File: config.mk
export PLATFORM = sky130hd
export DESIGN_NAME = ota_image_receive_controller_unit_flat
export DESIGN_NICKNAME = d
export VERILOG_FILES = /design/src/sv/otarx_pkg.sv /design/src/sv/otarx_if.sv /design/src/sv/otarx_front.sv /design/src/sv/otarx_queue.sv /design/src/sv/otarx_back.sv /design/src/sv/ota_image_receive_controller_unit.sv /design/src/flat_wrapper.sv
export VERILOG_INCLUDE_DIRS = /design/src /design/src/sv
export SDC_FILE = /design/constraint.sdc
export NUM_CORES = 1
export LEC_CHECK = 0
export ABC_AREA = 1
export BUFFER_PORTS_ARGS = -buffer_cell sky130_fd_sc_hd__clkbuf_2
export CAP_MARGIN = 25
export CORE_UTILIZATION = 45
export CTS_CLUSTER_SIZE = 28
export DETAILED_ROUTE_END_ITERATION = 16
export PLACE_DENSITY_LB_ADDON = 0.25
export SLEW_MARGIN = 10
export SYNTH_ARGS = -nofsm -noshare
export SYNTH_HDL_FRONTEND = slang
export SYNTH_SLANG_ARGS = --single-unit
File: constraint.sdc
create_clock -name clk -period 4.8 [get_ports clk]
set_clock_uncertainty 0.1 [all_clocks]
set_input_delay 0.48 -clock clk [delete_from_list [all_inputs] [get_ports clk]]
set_output_delay 0.48 -clock clk [all_outputs]
set_load 0.01 [all_outputs]
File: src/sv/ota_image_receive_controller_unit_defines.svh
// ----------------------------------------------------------------------------
// OTA receive controller assertion macros
// Concurrent assertion wrappers, clocked on clk and disabled in rst.
// ----------------------------------------------------------------------------
`ifndef OTA_IMAGE_RECEIVE_CONTROLLER_UNIT_DEFINES_SVH
`define OTA_IMAGE_RECEIVE_CONTROLLER_UNIT_DEFINES_SVH

// same-cycle implication
`define OTARX_ASSERT_HOLDS(label, ante, cons, msg) \
  label: assert property (@(posedge clk) disable iff (rst) (ante) |-> (cons)) \
    else $error(msg);

// next-cycle implication
`define OTARX_ASSERT_NEXT(label, ante, cons, msg) \
  label: assert property (@(posedge clk) disable iff (rst) (ante) |=> (cons)) \
    else $error(msg);

`endif

File: src/sv/otarx_pkg.sv
`timescale 1ns / 1ps
// ----------------------------------------------------------------------------
// otarx_pkg
// Types and constants of the OTA image receive controller.
// ----------------------------------------------------------------------------
package otarx_pkg;

  localparam int HEADER_BYTES = 6;
  localparam int HDR_IDX_W    = $clog2(HEADER_BYTES);
  localparam logic [31:0] OFFER_OVERHEAD = 32'd62;
  localparam logic [31:0] PARTITION_SIZE_RST = 32'd1048576;

  localparam logic [2:0] REQ_QUERY  = 3'd0;
  localparam logic [2:0] REQ_START  = 3'd1;
  localparam logic [2:0] REQ_DATA   = 3'd2;
  localparam logic [2:0] REQ_CHECK  = 3'd3;
  localparam logic [2:0] REQ_FINISH = 3'd4;
  localparam logic [2:0] REQ_ABORT  = 3'd5;
  localparam logic [2:0] REQ_OTHER  = 3'd6;

  localparam logic [1:0] CFG_PARTITION_SIZE  = 2'd0;
  localparam logic [1:0] CFG_MAKER_CODE      = 2'd1;
  localparam logic [1:0] CFG_IMAGE_KIND      = 2'd2;
  localparam logic [1:0] CFG_RUNNING_VERSION = 2'd3;

  typedef enum logic [3:0] {
    ST_OK         = 4'd0,
    ST_FAIL       = 4'd1,
    ST_BAD_STATE  = 4'd2,
    ST_UNSUPP     = 4'd3,
    ST_BAD_SIZE   = 4'd4,
    ST_NO_PART    = 4'd5,
    ST_BEGIN_FAIL = 4'd6,
    ST_INVALID    = 4'd7,
    ST_BOOT_FAIL  = 4'd8
  } status_t;

  typedef enum logic [2:0] {
    OP_IGNORE = 3'd0,
    OP_QUERY  = 3'd1,
    OP_START  = 3'd2,
    OP_DATA   = 3'd3,
    OP_CHECK  = 3'd4,
    OP_FINISH = 3'd5,
    OP_CLEAR  = 3'd6,
    OP_FAIL   = 3'd7
  } op_t;

  typedef struct packed {
    op_t        op;
    logic       found;
    logic       op_ok;
    logic       offer_ok;
    logic [7:0] data_byte;
    logic [6:0] left;
  } item_t;

endpackage

File: src/sv/otarx_if.sv
`timescale 1ns / 1ps
// ----------------------------------------------------------------------------
// otarx interfaces
// Event channel, result channel and configuration write channel.
// ----------------------------------------------------------------------------
interface otarx_req_if;
  logic        valid;
  logic        ready;
  logic [2:0]  req_type;
  logic        msg_ok;
  logic        partition_found;
  logic        op_ok;
  logic [15:0] offer_maker;
  logic [15:0] offer_kind;
  logic [31:0] offer_version;
  logic [31:0] offer_size;
  logic [7:0]  data_byte;
  logic [6:0]  block_remaining;

  modport source (output valid, req_type, msg_ok, partition_found, op_ok, offer_maker,
                  offer_kind, offer_version, offer_size, data_byte, block_remaining,
                  input ready);
  modport sink (input valid, req_type, msg_ok, partition_found, op_ok, offer_maker,
                offer_kind, offer_version, offer_size, data_byte, block_remaining,
                output ready);
endinterface

interface otarx_rsp_if;
  logic       valid;
  logic       ready;
  logic [3:0] status;
  logic       write_valid;
  logic [7:0] write_byte;
  logic       abort_flash;
  logic       reboot_request;

  modport source (output valid, status, write_valid, write_byte, abort_flash,
                  reboot_request, input ready);
  modport sink (input valid, status, write_valid, write_byte, abort_flash,
                reboot_request, output ready);
endinterface

interface otarx_cfg_if;
  logic        valid;
  logic        ready;
  logic [1:0]  index;
  logic [31:0] data;

  modport source (output valid, index, data, input ready);
  modport sink (input valid, index, data, output ready);
endinterface

File: src/sv/otarx_front.sv
`timescale 1ns / 1ps
// ----------------------------------------------------------------------------
// otarx_front
// Holds the configuration registers, decodes each event, checks query offers
// and clamps the block count before the item enters the queue.
// ----------------------------------------------------------------------------
module otarx_front #(
  parameter int MAX_BLOCK = 64
) (
  input  logic                 clk,
  input  logic                 rst,
  otarx_req_if.sink            req,
  otarx_cfg_if.sink            cfg,
  output logic                 push_valid,
  input  logic                 push_ready,
  output otarx_pkg::item_t     push_item,
  output logic [31:0]          partition_size
);
  import otarx_pkg::*;

  localparam logic [7:0] MaxBlk = 8'(MAX_BLOCK);

  logic [15:0] maker_code;
  logic [15:0] image_kind;
  logic [31:0] running_version;
  logic [31:0] size_net;
  logic        offer_ok;
  logic [6:0]  left;
  op_t         op;

  assign cfg.ready = 1'b1;

  always_ff @(posedge clk) begin
    if (rst) begin
      partition_size  <= PARTITION_SIZE_RST;
      maker_code      <= '0;
      image_kind      <= '0;
      running_version <= '0;
    end else if (cfg.valid) begin
      unique case (cfg.index)
        CFG_PARTITION_SIZE:  partition_size  <= cfg.data;
        CFG_MAKER_CODE:      maker_code      <= cfg.data[15:0];
        CFG_IMAGE_KIND:      image_kind      <= cfg.data[15:0];
        CFG_RUNNING_VERSION: running_version <= cfg.data;
        default: ;
      endcase
    end
  end

  assign size_net = req.offer_size - OFFER_OVERHEAD;
  assign offer_ok = req.partition_found
                  && (req.offer_maker == maker_code)
                  && (req.offer_kind == image_kind)
                  && (req.offer_version > running_version)
                  && (req.offer_size > OFFER_OVERHEAD)
                  && (size_net <= partition_size);

  always_comb begin
    if (req.block_remaining == 7'd0) begin
      left = 7'd1;
    end else if ({1'b0, req.block_remaining} > MaxBlk) begin
      left = MaxBlk[6:0];
    end else begin
      left = req.block_remaining;
    end
  end

  always_comb begin
    unique case (req.req_type)
      REQ_QUERY:  op = req.msg_ok ? OP_QUERY  : OP_IGNORE;
      REQ_START:  op = req.msg_ok ? OP_START  : OP_FAIL;
      REQ_DATA:   op = req.msg_ok ? OP_DATA   : OP_FAIL;
      REQ_CHECK:  op = req.msg_ok ? OP_CHECK  : OP_FAIL;
      REQ_FINISH: op = req.msg_ok ? OP_FINISH : OP_FAIL;
      REQ_ABORT:  op = req.msg_ok ? OP_CLEAR  : OP_FAIL;
      REQ_OTHER:  op = req.msg_ok ? OP_IGNORE : OP_FAIL;
      default:    op = OP_IGNORE;
    endcase
  end

  assign push_valid          = req.valid;
  assign req.ready           = push_ready;
  assign push_item.op        = op;
  assign push_item.found     = req.partition_found;
  assign push_item.op_ok     = req.op_ok;
  assign push_item.offer_ok  = offer_ok;
  assign push_item.data_byte = req.data_byte;
  assign push_item.left      = left;

endmodule

File: src/sv/otarx_queue.sv
`timescale 1ns / 1ps
// ----------------------------------------------------------------------------
// otarx_queue
// Two-entry queue of decoded items between front and back.
// ----------------------------------------------------------------------------
module otarx_queue (
  input  logic             clk,
  input  logic             rst,
  input  logic             push_valid,
  output logic             push_ready,
  input  otarx_pkg::item_t push_item,
  output logic             pop_valid,
  input  logic             pop_ready,
  output otarx_pkg::item_t pop_item
);
  import otarx_pkg::*;

  item_t      slots [2];
  logic       wr_ptr;
  logic       rd_ptr;
  logic [1:0] count;
  logic       do_push;
  logic       do_pop;

  assign push_ready = (count != 2'd2);
  assign pop_valid  = (count != 2'd0);
  assign pop_item   = slots[rd_ptr];
  assign do_push    = push_valid && push_ready;
  assign do_pop     = pop_valid && pop_ready;

  always_ff @(posedge clk) begin
    if (do_push) begin
      slots[wr_ptr] <= push_item;
    end
  end

  always_ff @(posedge clk) begin
    if (rst) begin
      wr_ptr <= 1'b0;
      rd_ptr <= 1'b0;
      count  <= 2'd0;
    end else begin
      if (do_push) wr_ptr <= ~wr_ptr;
      if (do_pop) rd_ptr <= ~rd_ptr;
      count <= count + {1'b0, do_push} - {1'b0, do_pop};
    end
  end

endmodule

File: src/sv/otarx_back.sv
`timescale 1ns / 1ps
// ----------------------------------------------------------------------------
// otarx_back
// Session state machine: executes one decoded item per cycle unless the sink
// holds back the pending result, and registers the result transaction.
// ----------------------------------------------------------------------------
module otarx_back (
  input  logic             clk,
  input  logic             rst,
  input  logic             pop_valid,
  output logic             pop_ready,
  input  otarx_pkg::item_t pop_item,
  input  logic [31:0]      partition_size,
  otarx_rsp_if.source      rsp
);
  import otarx_pkg::*;
  `include "ota_image_receive_controller_unit_defines.svh"

  localparam logic [HDR_IDX_W-1:0] HdrLast = HDR_IDX_W'(HEADER_BYTES - 1);
  localparam logic [HDR_IDX_W-1:0] HdrFull = HDR_IDX_W'(HEADER_BYTES);

  logic                 session_active, session_active_next;
  logic                 image_checked, image_checked_next;
  logic                 partition_ready, partition_ready_next;
  logic [HDR_IDX_W-1:0] header_count, header_count_next;
  logic [31:0]          expected_length, expected_length_next;
  logic [31:0]          received_count, received_count_next;
  logic [7:0]           header_store [HEADER_BYTES];

  logic        adv;
  logic        hs_we;
  logic        do_clr;
  logic        set_sess;
  status_t     st;
  logic        wv;
  logic        ab;
  logic        rb;
  logic [31:0] len;
  logic [31:0] left32;

  assign adv       = pop_valid && (!rsp.valid || rsp.ready);
  assign pop_ready = adv;
  assign len       = {pop_item.data_byte, header_store[4], header_store[3], header_store[2]};
  assign left32    = {25'd0, pop_item.left};

  always_comb begin
    session_active_next  = session_active;
    image_checked_next   = image_checked;
    partition_ready_next = partition_ready;
    header_count_next    = header_count;
    expected_length_next = expected_length;
    received_count_next  = received_count;
    st       = ST_OK;
    wv       = 1'b0;
    ab       = 1'b0;
    rb       = 1'b0;
    hs_we    = 1'b0;
    do_clr   = 1'b0;
    set_sess = 1'b0;
    unique case (pop_item.op)
      OP_IGNORE: ;
      OP_QUERY: begin
        if (session_active || !pop_item.offer_ok) st = ST_FAIL;
      end
      OP_FAIL: begin
        st     = ST_FAIL;
        do_clr = 1'b1;
        ab     = session_active;
      end
      OP_CLEAR: begin
        do_clr = 1'b1;
        ab     = session_active;
      end
      OP_START: begin
        do_clr = 1'b1;
        ab     = session_active;
        if (!pop_item.found) begin
          st = ST_NO_PART;
        end else if (pop_item.op_ok) begin
          set_sess = 1'b1;
        end else begin
          st = ST_BEGIN_FAIL;
        end
      end
      OP_DATA: begin
        if (!session_active || image_checked) begin
          st = ST_BAD_STATE;
        end else if (header_count < HdrFull) begin
          hs_we             = 1'b1;
          header_count_next = header_count + 1'b1;
          if (header_count == HdrLast && expected_length == 32'd0) begin
            if (header_store[0] != 8'd0 || header_store[1] != 8'd0) begin
              st = ST_UNSUPP;
            end else if (len == 32'd0 || len > partition_size) begin
              st = ST_BAD_SIZE;
            end else begin
              expected_length_next = len;
              if (left32 - 32'd1 > len - received_count) st = ST_BAD_SIZE;
            end
          end
        end else if (left32 > expected_length - received_count) begin
          st = ST_BAD_SIZE;
        end else begin
          wv                  = 1'b1;
          received_count_next = received_count + 32'd1;
        end
        if (st != ST_OK) begin
          do_clr = 1'b1;
          ab     = session_active;
        end
      end
      OP_CHECK: begin
        if (!session_active || expected_length == 32'd0 ||
            received_count != expected_length) begin
          st     = ST_BAD_SIZE;
          do_clr = 1'b1;
          ab     = session_active;
        end else begin
          session_active_next = 1'b0;
          image_checked_next  = pop_item.op_ok;
          if (!pop_item.op_ok) begin
            st     = ST_INVALID;
            do_clr = 1'b1;
          end
        end
      end
      OP_FINISH: begin
        if (!image_checked || !partition_ready) begin
          st     = ST_BAD_STATE;
          do_clr = 1'b1;
          ab     = session_active;
        end else if (pop_item.op_ok) begin
          rb = 1'b1;
        end else begin
          st     = ST_BOOT_FAIL;
          do_clr = 1'b1;
          ab     = session_active;
        end
      end
      default: ;
    endcase
    if (do_clr) begin
      session_active_next  = 1'b0;
      image_checked_next   = 1'b0;
      partition_ready_next = 1'b0;
      header_count_next    = '0;
      expected_length_next = '0;
      received_count_next  = '0;
    end
    if (set_sess) begin
      session_active_next  = 1'b1;
      partition_ready_next = 1'b1;
    end
  end

  always_ff @(posedge clk) begin
    if (adv && hs_we) begin
      header_store[header_count] <= pop_item.data_byte;
    end
  end

  always_ff @(posedge clk) begin
    if (rst) begin
      session_active  <= 1'b0;
      image_checked   <= 1'b0;
      partition_ready <= 1'b0;
      header_count    <= '0;
      expected_length <= '0;
      received_count  <= '0;
    end else if (adv) begin
      session_active  <= session_active_next;
      image_checked   <= image_checked_next;
      partition_ready <= partition_ready_next;
      header_count    <= header_count_next;
      expected_length <= expected_length_next;
      received_count  <= received_count_next;
    end
  end

  always_ff @(posedge clk) begin
    if (rst) begin
      rsp.valid <= 1'b0;
    end else if (adv) begin
      rsp.valid <= 1'b1;
    end else if (rsp.ready) begin
      rsp.valid <= 1'b0;
    end
  end

  always_ff @(posedge clk) begin
    if (adv) begin
      rsp.status         <= st;
      rsp.write_valid    <= wv;
      rsp.write_byte     <= wv ? pop_item.data_byte : 8'd0;
      rsp.abort_flash    <= ab;
      rsp.reboot_request <= rb;
    end
  end

  `OTARX_ASSERT_HOLDS(a_write_clean, rsp.valid && rsp.write_valid, rsp.status == ST_OK && !rsp.abort_flash && !rsp.reboot_request, "flash write with error or side effect")
  `OTARX_ASSERT_HOLDS(a_abort_session, adv && ab, session_active, "abort requested without an active session")
  `OTARX_ASSERT_HOLDS(a_count_bound, session_active && header_count == HdrFull, received_count <= expected_length, "received count beyond expected length")
  `OTARX_ASSERT_NEXT(a_reboot_keeps, adv && rb, image_checked && partition_ready, "state lost after reboot request")

endmodule

File: src/sv/ota_image_receive_controller_unit.sv
`timescale 1ns / 1ps
// ----------------------------------------------------------------------------
// ota_image_receive_controller_unit
// Receive-side controller of an over-the-air firmware download.
// ----------------------------------------------------------------------------
// Takes one event or payload byte per cycle while the queue has room, and
// returns exactly one result transaction for each. The front decodes the
// event, checks query offers against the configuration registers and clamps
// the block count; a two-entry queue then feeds the session state machine,
// which executes one item per cycle into a registered result while the sink
// takes the results. Sustained rate is one transaction per cycle without
// back-pressure; each result passes through the queue slot written on
// acceptance and then the result register. Configuration writes are always
// accepted and must only be issued while the block is idle.
module ota_image_receive_controller_unit #(
  parameter int MAX_BLOCK = 64
) (
  input  logic        clk,
  input  logic        rst,
  otarx_req_if.sink   req,
  otarx_rsp_if.source rsp,
  otarx_cfg_if.sink   cfg
);
  import otarx_pkg::*;

  logic        push_valid;
  logic        push_ready;
  item_t       push_item;
  logic        pop_valid;
  logic        pop_ready;
  item_t       pop_item;
  logic [31:0] partition_size;

  otarx_front #(
    .MAX_BLOCK (MAX_BLOCK)
  ) u_front (
    .clk            (clk),
    .rst            (rst),
    .req            (req),
    .cfg            (cfg),
    .push_valid     (push_valid),
    .push_ready     (push_ready),
    .push_item      (push_item),
    .partition_size (partition_size)
  );

  otarx_queue u_queue (
    .clk        (clk),
    .rst        (rst),
    .push_valid (push_valid),
    .push_ready (push_ready),
    .push_item  (push_item),
    .pop_valid  (pop_valid),
    .pop_ready  (pop_ready),
    .pop_item   (pop_item)
  );

  otarx_back u_back (
    .clk            (clk),
    .rst            (rst),
    .pop_valid      (pop_valid),
    .pop_ready      (pop_ready),
    .pop_item       (pop_item),
    .partition_size (partition_size),
    .rsp            (rsp)
  );

endmodule

File: src/flat_wrapper.sv
// flat-port wrapper written by rule: the top's interface ports become plain ports
module ota_image_receive_controller_unit_flat import otarx_pkg::*;
#(
  parameter int MAX_BLOCK = 64
)
  (clk, rst, req_valid, req_req_type, req_msg_ok, req_partition_found, req_op_ok, req_offer_maker, req_offer_kind, req_offer_version, req_offer_size, req_data_byte, req_block_remaining, req_ready, rsp_valid, rsp_status, rsp_write_valid, rsp_write_byte, rsp_abort_flash, rsp_reboot_request, rsp_ready, cfg_valid, cfg_index, cfg_data, cfg_ready);
  otarx_req_if req_i ();
  otarx_rsp_if rsp_i ();
  otarx_cfg_if cfg_i ();
  input  logic clk;
  input  logic rst;
  input wire logic [$bits(req_i.valid)-1:0] req_valid;
  input wire logic [$bits(req_i.req_type)-1:0] req_req_type;
  input wire logic [$bits(req_i.msg_ok)-1:0] req_msg_ok;
  input wire logic [$bits(req_i.partition_found)-1:0] req_partition_found;
  input wire logic [$bits(req_i.op_ok)-1:0] req_op_ok;
  input wire logic [$bits(req_i.offer_maker)-1:0] req_offer_maker;
  input wire logic [$bits(req_i.offer_kind)-1:0] req_offer_kind;
  input wire logic [$bits(req_i.offer_version)-1:0] req_offer_version;
  input wire logic [$bits(req_i.offer_size)-1:0] req_offer_size;
  input wire logic [$bits(req_i.data_byte)-1:0] req_data_byte;
  input wire logic [$bits(req_i.block_remaining)-1:0] req_block_remaining;
  output wire logic [$bits(req_i.ready)-1:0] req_ready;
  output wire logic [$bits(rsp_i.valid)-1:0] rsp_valid;
  output wire logic [$bits(rsp_i.status)-1:0] rsp_status;
  output wire logic [$bits(rsp_i.write_valid)-1:0] rsp_write_valid;
  output wire logic [$bits(rsp_i.write_byte)-1:0] rsp_write_byte;
  output wire logic [$bits(rsp_i.abort_flash)-1:0] rsp_abort_flash;
  output wire logic [$bits(rsp_i.reboot_request)-1:0] rsp_reboot_request;
  input wire logic [$bits(rsp_i.ready)-1:0] rsp_ready;
  input wire logic [$bits(cfg_i.valid)-1:0] cfg_valid;
  input wire logic [$bits(cfg_i.index)-1:0] cfg_index;
  input wire logic [$bits(cfg_i.data)-1:0] cfg_data;
  output wire logic [$bits(cfg_i.ready)-1:0] cfg_ready;
  assign req_i.valid = req_valid;
  assign req_i.req_type = req_req_type;
  assign req_i.msg_ok = req_msg_ok;
  assign req_i.partition_found = req_partition_found;
  assign req_i.op_ok = req_op_ok;
  assign req_i.offer_maker = req_offer_maker;
  assign req_i.offer_kind = req_offer_kind;
  assign req_i.offer_version = req_offer_version;
  assign req_i.offer_size = req_offer_size;
  assign req_i.data_byte = req_data_byte;
  assign req_i.block_remaining = req_block_remaining;
  assign req_ready = req_i.ready;
  assign rsp_valid = rsp_i.valid;
  assign rsp_status = rsp_i.status;
  assign rsp_write_valid = rsp_i.write_valid;
  assign rsp_write_byte = rsp_i.write_byte;
  assign rsp_abort_flash = rsp_i.abort_flash;
  assign rsp_reboot_request = rsp_i.reboot_request;
  assign rsp_i.ready = rsp_ready;
  assign cfg_i.valid = cfg_valid;
  assign cfg_i.index = cfg_index;
  assign cfg_i.data = cfg_data;
  assign cfg_ready = cfg_i.ready;
  ota_image_receive_controller_unit #(.MAX_BLOCK(MAX_BLOCK)) u_core (.clk(clk), .rst(rst), .req(req_i), .rsp(rsp_i), .cfg(cfg_i));
endmodule
==> results.ini <==
[clock_network]
cts.sink_count = 269
htree_levels = 1
numCtsBuffers = 30
clock_path_buffers = 3
clkSlewWorstSetupHoldPaths_ns = 0.07
cts-root-buf = clkbuf_16
clock_latency_ns = 0.58
cts_tree = done

[sta]
fmax_ghz = 0.206
tightestPinTransition_ns = 1.01
setup_ws_ns = -0.0455
rsz0062_at_grt = yes
finalCritPeriodShare = 1.01
fin_hold_ws_ns = 0.0130
drv_slew = 0
slew_headroom = 0.329
timing.final.crit_period_ns = 4.85
setup-violations-final = 16
hold_viol = 0

[worst_setup_path]
regToRegSetupSlack_ns = -0.05
end_kind = flop
critPathSlowestCell = edfxtp_1
crit_path_end = u_core.u_back.expected_length[11]
cpMostUsedCell = nand2_2
r2r_cells = 32
critPathKind = flop to flop
worstReg2RegEnd = u_core.u_back.expected_length[11]
crit_arrival_ns = 5.24
path_max_fanout = 6
startpoint = u_core.u_back.header_store[2][0]
crit_required_ns = 5.19
cpPeakStageDelay_ns = 0.40
cp-start-kind = flop
r2r_start = u_core.u_back.header_store[2][0]

[power_and_ir_drop]
p_leak_nw = 10.5
ir_drop_mv = 0.308
powerDensity_nw_per_um2 = 368

[floorplan]
placementRows = 75
die_h_um = 210
die_area_um2 = 44000
ioPinCount = 174
die_x_um = 210
coreArea_um2 = 42200
floorplan.initialDensity = 0.460

[synth]
yosysUniqueCellTypes = 64
synth-warning-count = 0
syn_area_per_cell_um2 = 7.34
synth_cells = 2645
synth-seq-cells = 269
ys_async_sr_fraction = 0
yosys_most_used_dff = dfxtp_1
synth_area_um2 = 19400
syn_nets = 3007
synth-edff-count = 97
synth_seq_area_share = 0.327

[global_routing]
grt_use_total = 0.283
grt_max_degree = 69
grt_overflow_total = 0
grt_pass1_wl_um = 98000
antenna_found_initial = 0
first_global_vias = 18200

[status]
violations = negative setup slack
status = complete, but fails checks

[routing]
wl_um = 65200
first_pass_iters = 5
vias = 19200
vias_per_cell = 5.50
detail-route-antenna-nets = 0
drt_iter0_markers = 1305
drc = 0
wire_per_inst_um = 18.6

[cells_and_area]
seq_area_um2 = 6360
layout_common_cells = 507 x nand2_1, 348 x inv_1, 243 x a21oi_1
drive_gt1_frac = 0.197
fin_area_um2 = 23800
area_delta_synth_final_pct = 22.6
nFillCells = 3949
nets = 3299
final_common_cell = nand2_1
multi_input_area_um2 = 11900
num_antenna_cells = 0

[placed_design]
placed_cell_area_um2 = 21700
portBuffers = 172
dpl.hpwl_um = 50000
gp_congestion = 0.985

[worst_hold_path]
min_path_type = input pin to flop

[flow_run]
drv_cap = 0

cell families (layout without fill, tap and decap cells):
family / count (synthesis) / in the layout / synth area share
adders and majority gates: 206 / 206 / 0.134
AOI/OAI and AO/OA: 506 / 506 / 0.144
DFF: 269 / 269 / 0.327
other: 1 / 1 / 0.000193
buffers and inverters: 428 / 743 / 0.0881
muxes: 1 / 1 / 0.000580
and+or+nand+nor: 1116 / 1117 / 0.253
xor gates and xnor gates: 118 / 118 / 0.0532
routing by layer:
| metal | share of wire | global-route usage | up-vias |
|---|---|---|---|
| met5 | 0 | 0 | - |
| met2 | 0.47 | 0.481 | 669 |
| met4 | 0.026 | 0.0735 | 0 |
| met1 | 0.43 | 0.379 | 9046 |
| met3 | 0.073 | 0.0358 | 125 |
| li1 | - | - | 9407 |
worst max-delay path: cells and delay by family (launching register included):
kind | cells | cell delay (ns)
AOI/OAI and AO/OA | 9 | 1.15
and+or+nand+nor | 11 | 1.11
buffers and inverters | 8 | 0.96
adders and majority gates | 3 | 0.77
DFF | 1 | 0.40
xor gates and xnor gates | 1 | 0.23
final cells by class:
class / instances / area share
flip-flops and latches: 269 / 0.267
repair buffers: 323 / 0.0952
clock inverters: 22 / 0.0168
multi-input cells: 1949 / 0.501
clock buffers: 34 / 0.0344
well taps: 539 / 0.0283
inverters: 364 / 0.0577
what timing repair did:
item | in CTS | in global routing
gates resized for setup | 17 | 141
pin swaps | 3 | 60
setup endpoints to repair | 71 | 71
hold buffers | 3 | 0
cloned | 0 | 11
hold endpoints to repair | 6 | 0
setup buffers | 3 | 9
synthesized netlist by cell type (40+ instances only):
master / instances / share of area
nand2_1: 531 / 0.10
clkbuf_1: 40 / 0.0077
o21ai_0: 151 / 0.039
nor2_1: 263 / 0.051
nand3_1: 135 / 0.035
a21oi_1: 261 / 0.067
xor2_1: 73 / 0.033
inv_1: 355 / 0.069
ha_1: 204 / 0.13
dfxtp_1: 172 / 0.18
nor3_1: 43 / 0.011
xnor2_1: 45 / 0.020
edfxtp_1: 97 / 0.15
state kept, by name, summed over array words and instances (netlist names), 3 cells and up, named ones only:
name                            cells
u_core.u_back.expected_length      32
u_core.u_back.header_count          3
u_core.u_back.header_store         40
u_core.u_back.received_count       32
u_core.u_back.rsp.status            4
u_core.u_back.rsp.write_byte        8
u_core.u_front.image_kind          16
u_core.u_front.maker_code          16
u_core.u_front.partition_size      32
u_core.u_front.running_version     32
u_core.u_queue.slots               42
worst min-delay path by stage:
stage | slack [ns] | cells past startpoint | startpoint | endpoint
floorplan | 0.33 | 1 | u_core.u_queue.rd_ptr | flop
CTS | 0.002 | 1 | req_data_byte[6] | u_core.u_queue.slots[0][13]
global placement | 0.34 | 1 | u_core.u_queue.rd_ptr | u_core.u_queue.rd_ptr
detailed placement | 0.35 | 2 | u_core.u_front.running_version[1] | u_core.u_front.running_version[1]
global route | 0.009 | 1 | req_data_byte[2] | u_core.u_queue.slots[0][9]
finish | 0.01 | 1 | req_data_byte[3] | u_core.u_queue.slots[1][10]
report_power, final:
group / leakage, nW / internal (W) / switching (W)
clock: 0.588 / 0.00181 / 0.00100
combinational: 7.63 / 0.00122 / 0.00205
sequential: 2.30 / 0.00262 / 0.0000658
total: 10.5 / 0.00565 / 0.00312
stage by stage:
step           setup WS (ns)  total power [W]  setup TNS, ns  cells  utilization
2_1_floorplan          0.203          0.00435              0   2645            -
3_3_place_gp          -0.144          0.00533          -7.61   3414        0.512
3_5_place_dp          -0.300          0.00542         -16.14   3417        0.513
4_1_cts               0.0165          0.00824              0   3479        0.544
5_1_grt               -0.269          0.00915         -13.49   3500        0.564
6_report             -0.0455          0.00877         -0.227   3500        0.564
Note: power is estimated with default switching activity, not from simulation.
